==> src/sv/sli_pkg.sv <==
// Package for the sorted list insert/extract block: sizes, codes and cell control type.
package sli_pkg;

  // Store depth and derived count width
  localparam int Capacity = 16;
  localparam int CntW     = $clog2(Capacity + 1);

  // Field widths fixed by the interface
  localparam int ValW  = 32;
  localparam int StatW = 2;
  localparam int OutCntW = 5;

  // Request function codes
  localparam logic FUNC_INSERT  = 1'b0;
  localparam logic FUNC_EXTRACT = 1'b1;

  // Result status codes
  localparam logic [StatW-1:0] ST_INSERTED  = 2'd0;
  localparam logic [StatW-1:0] ST_EXTRACTED = 2'd1;
  localparam logic [StatW-1:0] ST_NOT_FOUND = 2'd2;
  localparam logic [StatW-1:0] ST_FULL      = 2'd3;

  // Control broadcast to every cell of the chain
  typedef struct packed {
    logic                   ins_en;  // insert that will be stored
    logic                   ext_en;  // extract that found a match
    logic signed [ValW-1:0] value;   // request value
  } sli_op_t;

endpackage

==> src/sv/sli_cell.sv <==
// One storage cell of the sorted chain: holds an entry, compares it and shifts with neighbors.
module sli_cell import sli_pkg::*; (
  input  logic                   clk_i,
  input  sli_op_t                op_i,
  input  logic                   occ_i,        // cell lies below the fill count
  input  logic                   left_lt_i,    // left neighbor is smaller (first cell: tied high)
  input  logic signed [ValW-1:0] left_entry_i,
  input  logic signed [ValW-1:0] right_entry_i,
  output logic signed [ValW-1:0] entry_o,
  output logic                   lt_o,         // occupied and smaller than request value
  output logic                   hit_o         // this cell holds the first matching entry
);

  logic signed [ValW-1:0] entry_q, entry_d;
  logic                   at_pos;
  logic                   eq;

  // Compare against the request value; the sorted order makes lt a prefix
  assign lt_o   = occ_i && (entry_q < op_i.value);
  assign eq     = occ_i && (entry_q == op_i.value);
  assign at_pos = !lt_o && left_lt_i;
  assign hit_o  = at_pos && eq;

  // Next entry: keep below the position; at and above it, insert shifts toward the free side and extract shifts back
  always_comb begin
    entry_d = entry_q;
    if (op_i.ins_en && !lt_o) begin
      entry_d = at_pos ? op_i.value : left_entry_i;
    end else if (op_i.ext_en && !lt_o) begin
      entry_d = right_entry_i;
    end
  end

  always_ff @(posedge clk_i) begin
    entry_q <= entry_d;
  end

  assign entry_o = entry_q;

endmodule

==> src/sv/sorted_list_insert_extract.sv <==
// Sorted bounded store of signed values with ordered insert and first-match extract.
// An accepted request has its result in the output register in the next cycle.
// Throughput: one request per cycle unless a result stalls; the cell chain is combinational.
// A request is taken while a result waits unless that result is stalled at the output.
// Reset (rst_ni low, asynchronous) empties the store and clears the output valid;
// entry contents are left as they are and are read only below the fill count.
module sorted_list_insert_extract import sli_pkg::*; (
  input  logic                    clk_i,
  input  logic                    rst_ni,
  input  logic                    in_valid_i,
  output logic                    in_stall_o,
  input  logic                    func_i,
  input  logic signed [ValW-1:0]  value_i,
  output logic                    out_valid_o,
  input  logic                    out_stall_i,
  output logic [StatW-1:0]        status_o,
  output logic signed [ValW-1:0]  result_value_o,
  output logic [OutCntW-1:0]      entry_count_o
);

  logic [CntW-1:0]        cnt_q, cnt_d;
  logic                   out_valid_q;
  logic [StatW-1:0]       status_q, status_d;
  logic signed [ValW-1:0] result_q, result_d;
  logic                   in_acc;
  logic                   full;
  logic                   found;
  sli_op_t                op;

  logic signed [ValW-1:0] entry [Capacity];
  logic [Capacity-1:0]    lt;
  logic [Capacity-1:0]    hit;

  // Handshake: stall only while a result is held back
  assign in_stall_o = out_valid_q && out_stall_i;
  assign in_acc     = in_valid_i && !in_stall_o;

  assign full  = (cnt_q == CntW'(Capacity));
  assign found = |hit;

  assign op.ins_en = in_acc && (func_i == FUNC_INSERT) && !full;
  assign op.ext_en = in_acc && (func_i == FUNC_EXTRACT) && found;
  assign op.value  = value_i;

  // Cell chain
  for (genvar i = 0; i < Capacity; i++) begin : g_cell
    logic                   left_lt;
    logic signed [ValW-1:0] left_entry;
    logic signed [ValW-1:0] right_entry;

    if (i == 0) begin : g_first
      assign left_lt    = 1'b1;
      assign left_entry = value_i;
    end else begin : g_mid
      assign left_lt    = lt[i-1];
      assign left_entry = entry[i-1];
    end

    if (i == Capacity - 1) begin : g_last
      assign right_entry = entry[i];
    end else begin : g_inner
      assign right_entry = entry[i+1];
    end

    sli_cell u_cell (
      .clk_i         (clk_i),
      .op_i          (op),
      .occ_i         (CntW'(i) < cnt_q),
      .left_lt_i     (left_lt),
      .left_entry_i  (left_entry),
      .right_entry_i (right_entry),
      .entry_o       (entry[i]),
      .lt_o          (lt[i]),
      .hit_o         (hit[i])
    );
  end

  // Result and count update
  always_comb begin
    cnt_d    = cnt_q;
    status_d = ST_INSERTED;
    result_d = '0;
    case (func_i)
      FUNC_INSERT: begin
        if (full) begin
          status_d = ST_FULL;
        end else begin
          cnt_d = cnt_q + 1'b1;
        end
      end
      FUNC_EXTRACT: begin
        if (found) begin
          status_d = ST_EXTRACTED;
          result_d = value_i;
          cnt_d    = cnt_q - 1'b1;
        end else begin
          status_d = ST_NOT_FOUND;
        end
      end
      default: begin
        status_d = ST_INSERTED;
      end
    endcase
  end

  // Control registers
  always_ff @(posedge clk_i or negedge rst_ni) begin
    if (!rst_ni) begin
      cnt_q       <= '0;
      out_valid_q <= 1'b0;
    end else begin
      if (in_acc) begin
        cnt_q <= cnt_d;
      end
      if (in_acc) begin
        out_valid_q <= 1'b1;
      end else if (!out_stall_i) begin
        out_valid_q <= 1'b0;
      end
    end
  end

  // Result payload registers
  always_ff @(posedge clk_i) begin
    if (in_acc) begin
      status_q <= status_d;
      result_q <= result_d;
    end
  end

  // Output count, masked to the port width
  logic [CntW+OutCntW-1:0] cnt_ext;
  assign cnt_ext = {{OutCntW{1'b0}}, cnt_q};

  assign out_valid_o    = out_valid_q;
  assign status_o       = status_q;
  assign result_value_o = result_q;
  assign entry_count_o  = cnt_ext[OutCntW-1:0];

  // Checks
  a_cnt_bound: assert property (@(posedge clk_i) disable iff (!rst_ni)
    cnt_q <= CntW'(Capacity))
    else $error("fill count above capacity");

  a_ins_grow: assert property (@(posedge clk_i) disable iff (!rst_ni)
    op.ins_en |=> cnt_q == $past(cnt_q) + 1'b1)
    else $error("stored insert did not grow the count");

  a_full_flag: assert property (@(posedge clk_i) disable iff (!rst_ni)
    in_acc && func_i == FUNC_INSERT && full |=> status_q == ST_FULL && cnt_q == $past(cnt_q))
    else $error("insert into full store not flagged or changed the count");

  a_one_hit: assert property (@(posedge clk_i) disable iff (!rst_ni)
    $onehot0(hit))
    else $error("more than one cell claims the first match");

  a_miss_zero: assert property (@(posedge clk_i) disable iff (!rst_ni)
    out_valid_q && status_q != ST_EXTRACTED |-> result_q == '0)
    else $error("nonzero result without extraction");

endmodule

==> config.mk <==
export PLATFORM = sky130hd
export DESIGN_NAME = sorted_list_insert_extract
export DESIGN_NICKNAME = d
export VERILOG_FILES = /design/src/sv/sli_pkg.sv /design/src/sv/sli_cell.sv /design/src/sv/sorted_list_insert_extract.sv
export SDC_FILE = /design/constraint.sdc
export NUM_CORES = 2
export LEC_CHECK = 0
export BUFFER_PORTS_ARGS = -buffer_cell sky130_fd_sc_hd__buf_2
export CORE_MARGIN = 3
export CORE_UTILIZATION = 45
export DETAILED_ROUTE_END_ITERATION = 8
export PLACE_DENSITY_LB_ADDON = 0.08
export SYNTH_ARGS = -nofsm -noshare
export SYNTH_HDL_FRONTEND = slang
export SYNTH_SLANG_ARGS = --single-unit
==> constraint.sdc <==
create_clock -name clk_i -period 5.8 [get_ports clk_i]
set_clock_uncertainty 0.05 [all_clocks]
set_input_delay 0.58 -clock clk_i [delete_from_list [all_inputs] [get_ports clk_i]]
set_output_delay 0.58 -clock clk_i [all_outputs]
set_load 0.03 [all_outputs]
==> impl_metrics.env <==
export IMPL_commonest_cells_after_routing_fill_and_taps_aside="a21oi_1 (654), edfxtp_1 (546), nor2_1 (519)"
export IMPL_detail_route_iter0_violations=2431
export IMPL_synth_largest_type_area_fraction_pct=42.8
export IMPL_synthesized_area_sq_um=38300
export IMPL_drv_cap=0
export IMPL_ctsLongestPathBuffers=3
export IMPL_dieArea_sq_um=88700
export IMPL_cts_tree="done"
export IMPL_port_buffers=77
export IMPL_ys_types=67
export IMPL_power_per_cell_area_nw_per_um2=320
export IMPL_synth_enable_flop_cells=546
export IMPL_floorplan_die_height_um=298
export IMPL_routed_via_count=31200
export IMPL_drt_drc_violations_left=0
export IMPL_placed_inst_area_sq_um=41400
export IMPL_core_region_sq_um=84000
export IMPL_final_hold_viol_count=0
export IMPL_worstMarginPinSlew_ps=1210
export IMPL_synthesized_instance_count=3983
export IMPL_htree_num_levels=3
export IMPL_post_route_cells_drive_above_1_share_pct=9.46
export IMPL_grt_max_degree=66
export IMPL_min_delay_path_class="input pin to flop"
export IMPL_synth_warnings=0
export IMPL_timing_fmax_mhz=195
export IMPL_ant_nets=0
export IMPL_layout_cell_area_non_filler_sq_um=43500
export IMPL_start_util_pct=45.6
export IMPL_drt_first_pass_iters=6
export IMPL_final_total_power_mw=13.9
export IMPL_placement_rows=106
export IMPL_vias_cell=5.90
export IMPL_grtUsageTotal_pct=27.1
export IMPL_critical_path_peak_fanout=37
export IMPL_synth_avg_cell_area_sq_um=9.62
export IMPL_setup_crit_start_kind="input pin"
export IMPL_synthesis_nets=4535
export IMPL_timing_critical_path_arrival_ps=5430
export IMPL_place_gp_congestion=0.883
export IMPL_netlist_top_cell_by_area="edfxtp_1"
export IMPL_cts_root_buffer_type="clkbuf_16"
export IMPL_static_leakage_power_nw=17.6
export IMPL_cp_data_required_time_ps=6090
export IMPL_ir_drop_uv=203
export IMPL_post_cts_setup_buffer_count=0
export IMPL_final_min_period_over_clock_period_pct=88.6
export IMPL_fp_dieW_um=298
export IMPL_grt_antenna_before_repair=0
export IMPL_worstSetupPathType="input pin to flop"
export IMPL_clock_latency_ps=610
export IMPL_cts_buffers=69
export IMPL_slew_violations=0
export IMPL_report_final_setup_viol=0
export IMPL_drt_wirelength_per_cell_um=23.1
export IMPL_synthFlopType="edfxtp_1"
export IMPL_cts_resized_gates=0
export IMPL_timing_max_slew_rel_slack_pct=19.2
export IMPL_rsz0062_at_grt="false"
export IMPL_insertedDiodeCount=0
export IMPL_fill_cell_instance_count_of_the_final_layout=7908
export IMPL_final_min_clock_period_ps=5140
export IMPL_floorplan_io_pins=78
export IMPL_postCtsHoldBufs=1
export IMPL_result_of_the_run="finished, final reports clean"
export IMPL_synth_top_cells_by_area="edfxtp_1 (43%), ha_1 (17%), a21oi_1 (8.6%)"
export IMPL_global_route_wire_length_before_repair_um=188000
export IMPL_sum_neg_setup_slack_ps=0
export IMPL_clk_pin_slew_ps=60
export IMPL_synth_yosys_seq_area_share_pct=43.2
export IMPL_grt_ovfl_total=0
export IMPL_first_global_vias=30600
export IMPL_layout_area_overhead_vs_synth_pct=13.5
export IMPL_cts_sink_cnt=552
export IMPL_detailedPlacementHpwl_um=91700
export IMPL_timing_critical_path_to_type="flop"
export IMPL_async_flop_share_pct=1.09
export IMPL_drt_wl_total_um=122000
export IMPL_yosys_register_bits=552
export IMPL_finalNetCount=4647
export IMPL_final_common_cell="a21oi_1"
==> final timing paths <==
kind / to / cells past startpoint / startpoint / slack (ps)
min in group asynchronous: out_valid_o$_DFFE_PN0P_ / 2 / rst_ni / 400
max in group asynchronous: entry_count_o[2]$_DFFE_PN0P_ / 2 / rst_ni / 5020
worst max register to register: g_cell[11].u_cell.entry_o[15]$_DFFE_PP_ / 15 / g_cell[2].u_cell.entry_o[14]$_DFFE_PP_ / 810
worst min-delay path: out_valid_o$_DFFE_PN0P_ / 2 / in_valid_i / 120
worst min register to register: out_valid_o$_DFFE_PN0P_ / 2 / out_valid_o$_DFFE_PN0P_ / 490
worst max-delay path: g_cell[2].u_cell.entry_o[4]$_DFFE_PP_ / 18 / value_i[31] / 660
==> through the flow <==
step	hold slack (ps)	setup WS, ps	cells	util [%]
finish	117	661	5277	51.8
detailed placement	459	104	5157	49.4
floorplan	234	-101	3983	-
global placement	461	88.8	5157	49.4
CTS	87.1	736	5277	51.8
global route	124	414	5277	51.8
==> flip-flops by register name, summed over array words and instances (netlist names) <==
name                   cells
result_value_o            32
out_valid_o                1
entry_count_o              5
g_cell.u_cell.entry_o    512
status_o                   2
==> report_power, final <==
group / internal [mW] / total (mW) / leakage (nW) / switching (mW)
Combinational: 1.67 / 4.52 / 11.5 / 2.85
Sequential: 4.96 / 5.34 / 5.10 / 0.379
Clock: 2.33 / 4.07 / 1.00 / 1.74
==> cell type report <==
type | count | area [sq um] | share of cell area (%)
Multi-Input combinational cell | 3145 | 20900 | 48.1
Sequential cell | 552 | 16500 | 38.0
Timing Repair Buffer | 254 | 2270 | 5.21
Clock buffer | 93 | 1900 | 4.37
Tap cell | 1134 | 1420 | 3.26
Inverter | 73 | 274 | 0.630
Clock inverter | 26 | 140 | 0.322
==> Yosys cell counts, types with 15 or more instances <==
cell,count
nor2_1,527
nor3_1,28
clkinv_1,32
edfxtp_1,546
ha_1,515
inv_1,41
nand3_1,53
a221oi_1,17
nand4_1,91
a21o_1,46
nor4_1,21
nor2b_1,18
buf_1,24
nand2b_1,15
clkbuf_1,180
a211oi_1,15
mux2i_1,257
a21oi_1,657
nand2_1,396
o21ai_0,321
==> worst max-delay path, stage by stage <==
cell and delay, ps:
buf_2 110, clkinv_1 280, buf_4 290, ha_1 390
and4_1 270, nand4_1 180, nor4_1 680, o31a_1 270
nor3_1 60, o2111ai_1 210, buf_4 180, o311a_1 180
nand3b_1 180, o41ai_4 400, buf_4 490, a21oi_4 190
and2_2 250, buf_12 190
==> metal layers <==
layer	vias to the layer above	track usage (%)	share of wire, %
met1	15100	39.2	47
met5	-	0	0
li1	15100	-	-
met4	0	7.09	2.6
met3	182	3.05	5.0
met2	834	43.2	46
==> cells by family (layout without fill, tap and decap cells) <==
kind of cell	count (synthesis)	after routing	share of synthesized area [%]
simple gates	1216	1216	13.7
compound gates	1138	1138	16.2
flops	552	552	43.2
fa+ha+maj	515	515	16.8
buf+inv	286	446	2.86
mux	260	260	6.81
xor+xnor	16	16	0.366
No activity file was read; power rests on OpenSTA's default activity.
